## src/iirdf_pkg.sv

```systemverilog
// iirdf_pkg: widths, register and tap codes, and controller/datapath command types
// for the direct-form-I filter; no dependencies
`timescale 1ns / 1ps

package iirdf_pkg;

    // payload and coefficient widths
    localparam int SAMPLE_W   = 16;
    localparam int COEF_W     = 16;
    localparam int A0_W       = 15;
    localparam int PROD_W     = SAMPLE_W + COEF_W;
    // seven products of at most 2^30 in magnitude fit in 34 signed bits
    localparam int ACC_W      = 34;
    localparam int MAG_W      = ACC_W - 1;
    localparam int DIV_CNT_W  = $clog2(MAG_W);
    localparam int HIST_DEPTH = 3;

    // configuration port
    localparam int CFG_IDX_W  = 4;
    localparam int CFG_DATA_W = 16;

    // tap counts
    localparam int FF_TAPS_DEF = 4;
    localparam int FB_TAPS_DEF = 4;

    // register indexes
    typedef enum logic [CFG_IDX_W-1:0] {
        REG_B0 = 4'd0,
        REG_B1 = 4'd1,
        REG_B2 = 4'd2,
        REG_B3 = 4'd3,
        REG_A0 = 4'd4,
        REG_A1 = 4'd5,
        REG_A2 = 4'd6,
        REG_A3 = 4'd7
    } reg_idx_t;

    // reset values of the coefficients
    localparam logic signed [COEF_W-1:0] B0_RESET = 16'sd4096;
    localparam logic [A0_W-1:0]          A0_RESET = 15'd4096;

    // multiply-accumulate steps: b0..b3 then a1..a3
    localparam int TAP_W = 3;
    typedef logic [TAP_W-1:0] tap_t;
    localparam tap_t TAP_B0   = 3'd0;
    localparam tap_t TAP_B1   = 3'd1;
    localparam tap_t TAP_B2   = 3'd2;
    localparam tap_t TAP_B3   = 3'd3;
    localparam tap_t TAP_A1   = 3'd4;
    localparam tap_t TAP_A2   = 3'd5;
    localparam tap_t TAP_A3   = 3'd6;
    localparam tap_t TAP_LAST = TAP_A3;

    // controller to datapath
    typedef struct packed {
        logic load;      // latch sample, clear accumulator, apply restart
        logic mac;       // form product for tap
        tap_t tap;
        logic acc_add;   // add or subtract the registered product into the accumulator
        logic div_init;  // take magnitude and sign of the accumulator
        logic div_step;  // one quotient bit
        logic finish;    // saturate, load result, shift histories
    } dp_cmd_t;

    // datapath to controller
    typedef struct packed {
        logic div_last;
    } dp_status_t;

endpackage

```

## src/iirdf_if.sv

```systemverilog
// iirdf_in_if and iirdf_out_if: valid/ready channels for samples and results
// depends on iirdf_pkg
`timescale 1ns / 1ps

interface iirdf_in_if;
    import iirdf_pkg::*;

    logic                       valid;
    logic                       ready;
    logic signed [SAMPLE_W-1:0] sample_in;
    logic                       restart;

    modport source (output valid, output sample_in, output restart, input ready);
    modport sink   (input valid, input sample_in, input restart, output ready);
endinterface

interface iirdf_out_if;
    import iirdf_pkg::*;

    logic                       valid;
    logic                       ready;
    logic signed [SAMPLE_W-1:0] sample_out;
    logic                       saturated;

    modport source (output valid, output sample_out, output saturated, input ready);
    modport sink   (input valid, input sample_out, input saturated, output ready);
endinterface

```

## src/iirdf_ctrl.sv

```systemverilog
// iirdf_ctrl: sequencer for load, seven-step multiply-accumulate, serial division
// and result hand-off; depends on iirdf_pkg
`timescale 1ns / 1ps

module iirdf_ctrl (
    input  logic                  clk,
    input  logic                  rst_n,
    input  logic                  in_valid,
    output logic                  in_ready,
    output logic                  out_valid,
    input  logic                  out_ready,
    output iirdf_pkg::dp_cmd_t    cmd,
    input  iirdf_pkg::dp_status_t status
);
    import iirdf_pkg::*;

    typedef enum logic [2:0] {
        ST_IDLE,
        ST_MAC,
        ST_DRAIN,
        ST_DIV_INIT,
        ST_DIV,
        ST_DONE
    } state_t;

    state_t state_reg, state_next;
    tap_t   tap_reg, tap_next;
    logic   out_valid_reg, out_valid_next;
    logic   slot_free;

    // result register can take a new value
    assign slot_free = !out_valid_reg || out_ready;

    // next state and commands
    always_comb
    begin
        state_next     = state_reg;
        tap_next       = tap_reg;
        out_valid_next = out_valid_reg && !out_ready;
        cmd            = '0;
        cmd.tap        = tap_reg;
        in_ready       = 1'b0;
        case (state_reg)
            ST_IDLE:
            begin
                in_ready = 1'b1;
                if (in_valid)
                begin
                    cmd.load   = 1'b1;
                    tap_next   = TAP_B0;
                    state_next = ST_MAC;
                end
            end
            ST_MAC:
            begin
                cmd.mac     = 1'b1;
                cmd.acc_add = (tap_reg != TAP_B0);
                if (tap_reg == TAP_LAST)
                    state_next = ST_DRAIN;
                else
                    tap_next = tap_reg + 1'b1;
            end
            ST_DRAIN:
            begin
                cmd.acc_add = 1'b1;
                state_next  = ST_DIV_INIT;
            end
            ST_DIV_INIT:
            begin
                cmd.div_init = 1'b1;
                state_next   = ST_DIV;
            end
            ST_DIV:
            begin
                cmd.div_step = 1'b1;
                if (status.div_last)
                    state_next = ST_DONE;
            end
            ST_DONE:
            begin
                if (slot_free)
                begin
                    cmd.finish     = 1'b1;
                    out_valid_next = 1'b1;
                    state_next     = ST_IDLE;
                end
            end
            default:
            begin
                state_next = ST_IDLE;
            end
        endcase
    end

    // state and registered outputs
    always_ff @(posedge clk or negedge rst_n)
    begin
        if (!rst_n)
        begin
            state_reg     <= ST_IDLE;
            tap_reg       <= TAP_B0;
            out_valid_reg <= 1'b0;
        end
        else
        begin
            state_reg     <= state_next;
            tap_reg       <= tap_next;
            out_valid_reg <= out_valid_next;
        end
    end

    assign out_valid = out_valid_reg;

endmodule

```

## src/iirdf_datapath.sv

```systemverilog
// iirdf_datapath: coefficient registers, sample histories, shared multiplier,
// accumulator, restoring divider and saturation; depends on iirdf_pkg
`timescale 1ns / 1ps

module iirdf_datapath #(
    parameter int FF_TAPS = iirdf_pkg::FF_TAPS_DEF,
    parameter int FB_TAPS = iirdf_pkg::FB_TAPS_DEF
) (
    input  logic                                  clk,
    input  logic                                  rst_n,
    input  logic                                  cfg_we,
    input  logic [iirdf_pkg::CFG_IDX_W-1:0]       cfg_index,
    input  logic [iirdf_pkg::CFG_DATA_W-1:0]      cfg_data,
    input  logic signed [iirdf_pkg::SAMPLE_W-1:0] sample_in,
    input  logic                                  restart,
    output logic signed [iirdf_pkg::SAMPLE_W-1:0] sample_out,
    output logic                                  saturated,
    input  iirdf_pkg::dp_cmd_t                    cmd,
    output iirdf_pkg::dp_status_t                 status
);
    import iirdf_pkg::*;

    localparam logic [MAG_W-1:0] POS_LIMIT = MAG_W'(32767);
    localparam logic [MAG_W-1:0] NEG_LIMIT = MAG_W'(32768);

    logic signed [COEF_W-1:0]   coef_b_reg [4];
    logic signed [COEF_W-1:0]   coef_a_reg [1:3];
    logic [A0_W-1:0]            coef_a0_reg;

    logic signed [SAMPLE_W-1:0] x_cur_reg;
    logic signed [SAMPLE_W-1:0] x_hist_reg [HIST_DEPTH];
    logic signed [SAMPLE_W-1:0] y_hist_reg [HIST_DEPTH];

    logic signed [PROD_W-1:0]   prod_reg;
    logic                       sub_reg;
    logic signed [ACC_W-1:0]    acc_reg;

    logic [MAG_W-1:0]           mag_reg;
    logic [A0_W-1:0]            rem_reg;
    logic [A0_W-1:0]            divisor_reg;
    logic                       neg_reg;
    logic [DIV_CNT_W-1:0]       div_cnt_reg;

    logic signed [SAMPLE_W-1:0] out_sample_reg;
    logic                       out_sat_reg;

    logic signed [COEF_W-1:0]   mul_coef;
    logic signed [SAMPLE_W-1:0] mul_op;
    logic                       mul_sub;
    logic                       tap_used;
    logic signed [ACC_W-1:0]    prod_ext;
    logic signed [ACC_W-1:0]    acc_abs;
    logic [A0_W:0]              trial;
    logic                       q_bit;
    logic signed [SAMPLE_W-1:0] result;
    logic                       result_sat;

    // configuration writes, indexes past the list are dropped
    always_ff @(posedge clk or negedge rst_n)
    begin
        if (!rst_n)
        begin
            coef_b_reg[0] <= B0_RESET;
            coef_b_reg[1] <= '0;
            coef_b_reg[2] <= '0;
            coef_b_reg[3] <= '0;
            coef_a0_reg   <= A0_RESET;
            coef_a_reg[1] <= '0;
            coef_a_reg[2] <= '0;
            coef_a_reg[3] <= '0;
        end
        else if (cfg_we)
        begin
            case (cfg_index)
                REG_B0:  coef_b_reg[0] <= cfg_data;
                REG_B1:  coef_b_reg[1] <= cfg_data;
                REG_B2:  coef_b_reg[2] <= cfg_data;
                REG_B3:  coef_b_reg[3] <= cfg_data;
                REG_A0:  coef_a0_reg   <= cfg_data[A0_W-1:0];
                REG_A1:  coef_a_reg[1] <= cfg_data;
                REG_A2:  coef_a_reg[2] <= cfg_data;
                REG_A3:  coef_a_reg[3] <= cfg_data;
                default: ;
            endcase
        end
    end

    // coefficient and operand for the current tap
    always_comb
    begin
        mul_coef = '0;
        mul_op   = '0;
        mul_sub  = 1'b0;
        tap_used = 1'b0;
        case (cmd.tap)
            TAP_B0:
            begin
                mul_coef = coef_b_reg[0];
                mul_op   = x_cur_reg;
                tap_used = (FF_TAPS > 0);
            end
            TAP_B1:
            begin
                mul_coef = coef_b_reg[1];
                mul_op   = x_hist_reg[0];
                tap_used = (FF_TAPS > 1);
            end
            TAP_B2:
            begin
                mul_coef = coef_b_reg[2];
                mul_op   = x_hist_reg[1];
                tap_used = (FF_TAPS > 2);
            end
            TAP_B3:
            begin
                mul_coef = coef_b_reg[3];
                mul_op   = x_hist_reg[2];
                tap_used = (FF_TAPS > 3);
            end
            TAP_A1:
            begin
                mul_coef = coef_a_reg[1];
                mul_op   = y_hist_reg[0];
                mul_sub  = 1'b1;
                tap_used = (FB_TAPS > 1);
            end
            TAP_A2:
            begin
                mul_coef = coef_a_reg[2];
                mul_op   = y_hist_reg[1];
                mul_sub  = 1'b1;
                tap_used = (FB_TAPS > 2);
            end
            TAP_A3:
            begin
                mul_coef = coef_a_reg[3];
                mul_op   = y_hist_reg[2];
                mul_sub  = 1'b1;
                tap_used = (FB_TAPS > 3);
            end
            default: ;
        endcase
    end

    // accumulator input and magnitude for the divider
    assign prod_ext = ACC_W'(prod_reg);
    assign acc_abs  = acc_reg[ACC_W-1] ? -acc_reg : acc_reg;

    // one restoring division step
    assign trial = {rem_reg, mag_reg[MAG_W-1]};
    assign q_bit = (trial >= {1'b0, divisor_reg});

    assign status.div_last = (div_cnt_reg == DIV_CNT_W'(MAG_W - 1));

    // multiply-accumulate and divider registers
    always_ff @(posedge clk)
    begin
        if (cmd.load)
            x_cur_reg <= sample_in;
        if (cmd.mac)
        begin
            prod_reg <= tap_used ? PROD_W'(mul_coef * mul_op) : '0;
            sub_reg  <= mul_sub;
        end
        if (cmd.load)
            acc_reg <= '0;
        else if (cmd.acc_add)
            acc_reg <= sub_reg ? acc_reg - prod_ext : acc_reg + prod_ext;
        if (cmd.div_init)
        begin
            mag_reg     <= acc_abs[MAG_W-1:0];
            neg_reg     <= acc_reg[ACC_W-1];
            rem_reg     <= '0;
            divisor_reg <= (coef_a0_reg == '0) ? A0_W'(1) : coef_a0_reg;
            div_cnt_reg <= '0;
        end
        else if (cmd.div_step)
        begin
            rem_reg     <= q_bit ? A0_W'(trial - {1'b0, divisor_reg}) : trial[A0_W-1:0];
            mag_reg     <= {mag_reg[MAG_W-2:0], q_bit};
            div_cnt_reg <= div_cnt_reg + 1'b1;
        end
    end

    // sign and saturation of the quotient
    always_comb
    begin
        result_sat = 1'b0;
        if (neg_reg)
        begin
            if (mag_reg > NEG_LIMIT)
            begin
                result     = -16'sd32768;
                result_sat = 1'b1;
            end
            else
                result = SAMPLE_W'(-mag_reg);
        end
        else
        begin
            if (mag_reg > POS_LIMIT)
            begin
                result     = 16'sd32767;
                result_sat = 1'b1;
            end
            else
                result = mag_reg[SAMPLE_W-1:0];
        end
    end

    // histories: cleared on restart at load, shifted when the result register is loaded
    always_ff @(posedge clk or negedge rst_n)
    begin
        if (!rst_n)
        begin
            for (int i = 0; i < HIST_DEPTH; i++)
            begin
                x_hist_reg[i] <= '0;
                y_hist_reg[i] <= '0;
            end
        end
        else if (cmd.load && restart)
        begin
            for (int i = 0; i < HIST_DEPTH; i++)
            begin
                x_hist_reg[i] <= '0;
                y_hist_reg[i] <= '0;
            end
        end
        else if (cmd.finish)
        begin
            for (int i = HIST_DEPTH - 1; i > 0; i--)
            begin
                x_hist_reg[i] <= x_hist_reg[i-1];
                y_hist_reg[i] <= y_hist_reg[i-1];
            end
            x_hist_reg[0] <= x_cur_reg;
            y_hist_reg[0] <= result;
        end
    end

    // result register
    always_ff @(posedge clk)
    begin
        if (cmd.finish)
        begin
            out_sample_reg <= result;
            out_sat_reg    <= result_sat;
        end
    end

    assign sample_out = out_sample_reg;
    assign saturated  = out_sat_reg;

endmodule

```

## src/iir_direct_form_filter_core.sv

```systemverilog
// iir_direct_form_filter_core: top level, joins controller and datapath to the
// channel interfaces; depends on iirdf_pkg, iirdf_if, iirdf_ctrl, iirdf_datapath
`timescale 1ns / 1ps

//  channel     kind          payload
//  sample_ch   valid/ready   sample_in (s16), restart (1)
//  result_ch   valid/ready   sample_out (s16), saturated (1)
//  cfg_*       write only    cfg_index (4), cfg_data (16)
//
//  a result is registered after its sample is accepted and passes 7 steps through
//  the single shared 16x16 multiplier, one accumulate drain, one divider setup,
//  33 steps of the one-bit-per-cycle restoring divider by a0 and one hand-off;
//  no sample is taken before that hand-off; input is ready again the cycle after
//  reset clears state, histories and coefficients (b0 = a0 = 4096) at once
//  a stalled result holds the block before hand-off until the output is free

module iir_direct_form_filter_core #(
    parameter int FF_TAPS = iirdf_pkg::FF_TAPS_DEF,
    parameter int FB_TAPS = iirdf_pkg::FB_TAPS_DEF
) (
    input  logic                             clk,
    input  logic                             rst_n,
    iirdf_in_if.sink                         sample_ch,
    iirdf_out_if.source                      result_ch,
    input  logic                             cfg_we,
    input  logic [iirdf_pkg::CFG_IDX_W-1:0]  cfg_index,
    input  logic [iirdf_pkg::CFG_DATA_W-1:0] cfg_data
);
    import iirdf_pkg::*;

    dp_cmd_t    cmd;
    dp_status_t status;

    // sequencer
    iirdf_ctrl u_ctrl (
        .clk       (clk),
        .rst_n     (rst_n),
        .in_valid  (sample_ch.valid),
        .in_ready  (sample_ch.ready),
        .out_valid (result_ch.valid),
        .out_ready (result_ch.ready),
        .cmd       (cmd),
        .status    (status)
    );

    // arithmetic and storage
    iirdf_datapath #(
        .FF_TAPS (FF_TAPS),
        .FB_TAPS (FB_TAPS)
    ) u_datapath (
        .clk        (clk),
        .rst_n      (rst_n),
        .cfg_we     (cfg_we),
        .cfg_index  (cfg_index),
        .cfg_data   (cfg_data),
        .sample_in  (sample_ch.sample_in),
        .restart    (sample_ch.restart),
        .sample_out (result_ch.sample_out),
        .saturated  (result_ch.saturated),
        .cmd        (cmd),
        .status     (status)
    );

endmodule

```

## src/flat_wrapper.sv

```systemverilog
// flat-port wrapper written by rule: the top's interface ports become plain ports
module iir_direct_form_filter_core_flat import iirdf_pkg::*;
#(
    parameter int FF_TAPS = iirdf_pkg::FF_TAPS_DEF,
    parameter int FB_TAPS = iirdf_pkg::FB_TAPS_DEF
)
  (clk, rst_n, cfg_we, cfg_index, cfg_data, sample_ch_valid, sample_ch_sample_in, sample_ch_restart, sample_ch_ready, result_ch_valid, result_ch_sample_out, result_ch_saturated, result_ch_ready);
  iirdf_in_if sample_ch_i ();
  iirdf_out_if result_ch_i ();
  input  logic clk;
  input  logic rst_n;
  input  logic cfg_we;
  input  logic [iirdf_pkg::CFG_IDX_W-1:0] cfg_index;
  input  logic [iirdf_pkg::CFG_DATA_W-1:0] cfg_data;
  input wire logic [$bits(sample_ch_i.valid)-1:0] sample_ch_valid;
  input wire logic [$bits(sample_ch_i.sample_in)-1:0] sample_ch_sample_in;
  input wire logic [$bits(sample_ch_i.restart)-1:0] sample_ch_restart;
  output wire logic [$bits(sample_ch_i.ready)-1:0] sample_ch_ready;
  output wire logic [$bits(result_ch_i.valid)-1:0] result_ch_valid;
  output wire logic [$bits(result_ch_i.sample_out)-1:0] result_ch_sample_out;
  output wire logic [$bits(result_ch_i.saturated)-1:0] result_ch_saturated;
  input wire logic [$bits(result_ch_i.ready)-1:0] result_ch_ready;
  assign sample_ch_i.valid = sample_ch_valid;
  assign sample_ch_i.sample_in = sample_ch_sample_in;
  assign sample_ch_i.restart = sample_ch_restart;
  assign sample_ch_ready = sample_ch_i.ready;
  assign result_ch_valid = result_ch_i.valid;
  assign result_ch_sample_out = result_ch_i.sample_out;
  assign result_ch_saturated = result_ch_i.saturated;
  assign result_ch_i.ready = result_ch_ready;
  iir_direct_form_filter_core #(.FF_TAPS(FF_TAPS), .FB_TAPS(FB_TAPS)) u_core (.clk(clk), .rst_n(rst_n), .sample_ch(sample_ch_i), .result_ch(result_ch_i), .cfg_we(cfg_we), .cfg_index(cfg_index), .cfg_data(cfg_data));
endmodule
```

## config.mk

```make
export PLATFORM = sky130hd
export DESIGN_NAME = iir_direct_form_filter_core_flat
export DESIGN_NICKNAME = d
export VERILOG_FILES = /design/src/iirdf_pkg.sv /design/src/iirdf_if.sv /design/src/iirdf_ctrl.sv /design/src/iirdf_datapath.sv /design/src/iir_direct_form_filter_core.sv /design/src/flat_wrapper.sv
export SDC_FILE = /design/constraint.sdc
export NUM_CORES = 1
export LEC_CHECK = 0
export BUFFER_PORTS_ARGS = -buffer_cell sky130_fd_sc_hd__buf_4
export CAP_MARGIN = 25
export CORE_ASPECT_RATIO = 1.75
export CORE_MARGIN = 2
export CORE_UTILIZATION = 31
export CTS_CLUSTER_SIZE = 28
export DETAILED_ROUTE_END_ITERATION = 12
export GPL_ROUTABILITY_DRIVEN = 0
export RECOVER_POWER = 50
export SETUP_SLACK_MARGIN = 0.3
export SYNTH_ARGS = -nofsm -noshare
export SYNTH_HDL_FRONTEND = slang
export SYNTH_SLANG_ARGS = --single-unit
```

## constraint.sdc

```tcl
create_clock -name clk -period 9.8 [get_ports clk]
set_clock_uncertainty 0.1 [all_clocks]
set_input_delay 1.47 -clock clk [delete_from_list [all_inputs] [get_ports clk]]
set_output_delay 1.47 -clock clk [all_outputs]
set_load 0.02 [all_outputs]
```

==> impl_metrics.yaml, run 1 <==
run_status:
  status: "complete, but fails checks"
  violations: "capacitance limit, slew limit"
grt:
  grt_use_total_pct: 16.47
  globalRoute.busiestLayer: "met2"
  use_met3_pct: 1.144
  grt_pass1_wl_mm: 129.3
  gr-total-overflow: 0
  grtUsageMet2_pct: 31.58
  grt_max_degree: 103
  grt_pass1_vias: 23310
  antenna_found_initial: 1
  use_met1_pct: 17.47
critical_path:
  cp.depth: 25
  rr_worst_depth: 25
  arrival_ns: 9.12
  worstSetupEndpointType: "flop"
  crit_path_top_delay_cell: "or4b_2"
  crit_top_cell: "fa_1"
  crit_family: "adder cells"
  critPathMaxFanout: 26
  cp-start-kind: "flop"
  cp.buffers_inverters: 5
  worstPathRequired_ns: 10.13
  cpPeakStageDelay_ns: 0.63
  path_class: "flop to flop"
floorplanning:
  fp.dieH_um: 417.0
  fp.dieW_um: 240.0
  core_area_sq_um: 96730
  initial_core_util_pct: 31.24
  fp-row-count: 151
  io_pins: 61
  dieArea_sq_um: 100100
logic_synthesis:
  synth_top_area_cell: "dfrtp_1"
  yosysWarnings: 0
  syn_area_sq_um: 30220
  synthArstFlopShare_pct: 57.50
  ys_types: 81
  synth_top_area_share_pct: 18.88
  syn_inst: 3052
  synth-seq-cells: 400
  avgSynthCellArea_sq_um: 9.901
  synth_edf_count: 115
  synth_most_common_cell: "inv_1"
  seq_area_frac_synth_pct: 34.13
  synth_common_cells: "405 x inv_1, 296 x nand2_1, 276 x nor2_1"
  synth_top_flop_cell: "dfrtp_1"
  synth.net_count: 3499
  synth.area.top_cells: "dfrtp_1 19%, fa_1 17%, edfxtp_1 11%, mux2_2 6.3%, ha_1 5.8%"
place:
  portBuffers: 60
  dp.cells: 4314
  post-dp-hpwl_mm: 62.35
  dpl_cell_area_sq_um: 32200
  place_ws_ns: 0.9907
clock_network:
  post-cts-setup-buffers: 0
  cts_buffers: 37
  cts-root-buf: "clkbuf_16"
  cts_resized: 0
  cts_buffer_depth: 3
  cts_hold_buf: 0
  cts_tree: "built"
  clkTransAtPathRegs_ns: 0.07
  cts.sink_count: 400
  htreeDepth: 2
  clk_latency_ns: 0.58
timing:
  hold_viol_final: 0
  slew_headroom_pct: -265.1
  rsz0062_at_grt: "false"
  final.period_utilization_pct: 89.72
  setup_viol_count_final: 0
  layout_min_cycle_time_ns: 8.792
  setup_ws_ns: 1.008
  max_freq_ghz: 0.1137
  slew_viol_final: 349
  tightest_slew_ns: 5.477
  fin_setup_tns_ns: 0
drt:
  vias: 22020
  wire_per_inst_um: 18.41
  routed_wl_mm: 80.73
  drc: 0
  drtPass1Iterations: 5
  detail-route-antenna-nets: 0
  viasPerCell: 5.023
  first_iter_violations: 1237
final_layout:
  drive_above_1_share_pct: 11.06
  fin_cells: 4384
  largest_reg_flops: 64
  fin_nets: 3501
  fillers: 9908
  fin_area_sq_um: 33320
  area_growth_pct: 10.26
hold_path:
  hold_depth: 0
  worstHoldPathType: "flop to flop"
flow_run:
  cap_violations: 6
==> worst paths after layout <==
check / start / endpoint / slack [ns]
max in group asynchronous: rst_n / u_core.u_datapath.y_hist_reg[34] / 1.87
min in group asynchronous: rst_n / u_core.u_datapath.coef_b_reg[42] / 2.80
max reg2reg: u_core.u_ctrl.tap_reg[2] / u_core.u_datapath.prod_reg[30] / 1.01
max: u_core.u_ctrl.tap_reg[2] / u_core.u_datapath.prod_reg[30] / 1.01
min reg2reg: u_core.u_datapath.coef_a0_reg[8] / u_core.u_datapath.divisor_reg[8] / 0.38
min: u_core.u_datapath.coef_a0_reg[8] / u_core.u_datapath.divisor_reg[8] / 0.38
==> metrics by stage <==
stage	util [%]	hold WS, ns
6_report	34.44	0.3803
5_1_grt	34.44	0.3921
4_1_cts	34.58	0.3795
3_5_place_dp	33.29	0.3607
3_3_place_gp	33.22	0.3518
2_1_floorplan	-	0.3064
==> layout by cell type (no fill, tap or decap), drive strengths merged, types with 18 or more instances in the layout <==
cell and n:
a211oi 19, a21o 30, a21oi 108, a22o 96, a22oi 25, buf 60
clkbuf 88, dfrtp 228, dfxtp 55, edfxtp 115, fa 264, ha 141
inv 414, mux2 168, nand2 296, nand2b 36, nand3 35, nand4 27
nor2 276, nor3 31, nor4 18, o21ai 129, xnor2 78, xor2 56
==> final cells by class <==
| class | count | area (sq um) | area share (%) |
|---|---|---|---|
| clock buffer | 39 | 933.4 | 2.802 |
| tap | 1300 | 1627 | 4.882 |
| clock inverter | 29 | 315.3 | 0.9464 |
| antenna | 1 | 2.502 | 0.007511 |
| timing repair buffer | 109 | 743.2 | 2.231 |
| inverter | 407 | 1528 | 4.585 |
| sequential | 400 | 10310 | 30.96 |
| multi-input combinational | 2099 | 17850 | 53.59 |
==> kinds of logic after synthesis <==
family / Yosys count / share of synthesized area (%)
simple gates: 831 / 12.64
buf+inv: 553 / 6.899
compound gates: 549 / 12.46
fa+ha+maj: 405 / 23.33
flops: 400 / 34.13
mux: 180 / 6.658
xor+xnor: 134 / 3.884
==> metal layers <==
| metal | vias to the layer above | routed length (um) | part of all wire, % |
|---|---|---|---|
| li1 | 10280 | - | - |
| met1 | 11140 | 29670 | 37 |
| met2 | 424 | 43830 | 54 |
| met3 | 172 | 2261 | 2.8 |
| met4 | 0 | 4967 | 6.2 |
| met5 | - | 0 | 0 |
Power of run 1 is left out: the tool's default activity adds up to more than one toggle a clock period on the data nets, which glitch-free logic cannot reach.
==> run 2: changes to the inputs <==
- BUFFER_PORTS_ARGS: -buffer_cell sky130_fd_sc_hd__buf_4 -> -buffer_cell sky130_fd_sc_hd__buf_2
- CTS_CLUSTER_DIAMETER: default -> 80
==> run 2 against run 1 <==
  * The flow still finishes with violations (capacitance limit, slew limit)
  * Flip-flop and latch count unchanged
  * Utilization down 0.78 points
  * Non-clock buffer count rose by 3
  * Routed wire length decreased by 0.69%
  * Register-to-register slack better by 0.03 ns
  * Die area unchanged
  * Worst hold slack better by 0.0058 ns
  * Global-route usage shrank 0.057 points
  * Count of clock-buffer cells in the layout is 11 lower
  * Via count up 0.19%
  * Sequential share of layout area is 0.71 points higher
==> impl_metrics.yaml, run 2 (same netlist as run 1, synthesis figures left out) <==
clock_network:
  cts_resized: 0
  cts_hold_buf: 0
  cts_tree: "built"
  cts_buffers: 19
  htreeDepth: 1
  post-cts-setup-buffers: 0
  cts-root-buf: "clkbuf_16"
  cts.sink_count: 400
  cts_buffer_depth: 3
  clk_latency_ns: 0.57
  clkTransAtPathRegs_ns: 0.12
final_layout:
  fin_cells: 4354
  fillers: 9939
  layout_common_cells: "404 x inv_1, 296 x nand2_1, 276 x nor2_1"
  final_util_pct: 33.66
  layout_commonest_cell: "inv_1"
  fin_nets: 3486
  area_growth_pct: 7.772
  largest_reg_flops: 64
  drive_above_1_share_pct: 10.65
critical_path:
  critPathMaxFanout: 54
  worstSetupEndpointType: "flop"
  crit_top_cell: "fa_1"
  path_cells: "buf_4 > mux2_2 > a21oi_1 > nand3_1 > nand2_1 > inv_1 > fa_1 > fa_1 > fa_1 > fa_1 > fa_1 > inv_1 > fa_1 > inv_1 > ha_1 > nand4_1 > nor4_1 > nand3_1 > a31oi_1 > o21a_1 > o21ai_0 > or4b_2 > nand3_1"
  path_class: "flop to flop"
  worstPathRequired_ns: 10.14
  cp-start-kind: "flop"
  arrival_ns: 9.10
  cpPeakStageDelay_ns: 0.76
  crit_path_top_delay_cell: "fa_1"
grt:
  antenna_found_initial: 4
  grt_use_total_pct: 16.42
  grt_pass1_wl_mm: 128.7
  grt_max_degree: 98
  grt_pass1_vias: 22930
  gr-total-overflow: 0
floorplanning:
  fp.dieH_um: 417.0
  fp.dieW_um: 240.0
  dieArea_sq_um: 100100
  fp-row-count: 151
  core_area_sq_um: 96730
  initial_core_util_pct: 31.24
  io_pins: 61
flow_run:
  cap_violations: 5
drt:
  drtPass1Iterations: 6
  first_iter_violations: 1367
  viasPerCell: 5.067
  vias: 22060
  detail-route-antenna-nets: 0
  drc: 0
  wire_per_inst_um: 18.41
  routed_wl_mm: 80.17
timing:
  rsz0062_at_grt: "false"
  slew_viol_final: 335
  tightest_slew_ns: 5.084
  max_freq_ghz: 0.1141
  fin_setup_tns_ns: 0
  final.period_utilization_pct: 89.43
  hold_viol_final: 0
  slew_headroom_pct: -238.9
  layout_min_cycle_time_ns: 8.764
  setup_viol_count_final: 0
hold_path:
  worstHoldPathType: "flop to flop"
run_status:
  violations: "capacitance limit, slew limit"
  status: "complete, but fails checks"
place:
  dp.cells: 4317
  portBuffers: 60
  post-dp-hpwl_mm: 62.50
-- run 2: worst paths after layout --
path                                               start                          endpoint  slack, ns  cells past startpoint
max                             u_core.u_ctrl.tap_reg[2]    u_core.u_datapath.prod_reg[30]       1.04                     23
min reg2reg                u_core.u_datapath.rem_reg[14]     u_core.u_datapath.rem_reg[14]       0.39                      1
max in group asynchronous                          rst_n  u_core.u_datapath.y_hist_reg[32]       1.87                      3
min                        u_core.u_datapath.rem_reg[14]     u_core.u_datapath.rem_reg[14]       0.39                      1
max reg2reg                     u_core.u_ctrl.tap_reg[2]    u_core.u_datapath.prod_reg[30]       1.04                     23
min in group asynchronous                          rst_n  u_core.u_datapath.coef_a_reg[14]       2.63                      1
-- run 2: layout make-up --
class,instances,area [sq um],area share (%)
clock buffer,28,509.2,1.564
antenna,2,5.005,0.01537
multi-input combinational,2099,17850,54.82
timing repair buffer,112,656.9,2.017
tap,1300,1627,4.995
clock inverter,6,73.82,0.2267
sequential,400,10310,31.67
inverter,407,1528,4.691
-- run 2: metrics by stage --
stage / setup slack (ns) / hold WS, ns / cell area, sq um
floorplan: 1.549 / 0.3064 / 30220
global placement: 1.238 / 0.3528 / 32010
detailed placement: 1.097 / 0.3589 / 32030
CTS: 1.052 / 0.3886 / 32620
global route: 0.4068 / 0.3993 / 32560
finish: 1.036 / 0.3861 / 32570
-- run 2: per-layer routing --
layer,wire length (um),GRT usage [%],vias to the layer above
met5,0,0,-
li1,-,-,10240
met2,43950,31.47,479
met1,29330,17.78,11170
met3,2252,0.8927,174
met4,4642,8.875,0
-- run 2: critical path: cells and delay by family, from the launching register on --
kind / cells / cell delay, ns
fa+ha+maj: 7 / 3.71
simple gates: 7 / 2.37
buf+inv: 4 / 0.86
compound gates: 4 / 0.66
flops: 1 / 0.48
mux: 1 / 0.42
Power of run 2 is left out for the same reason.
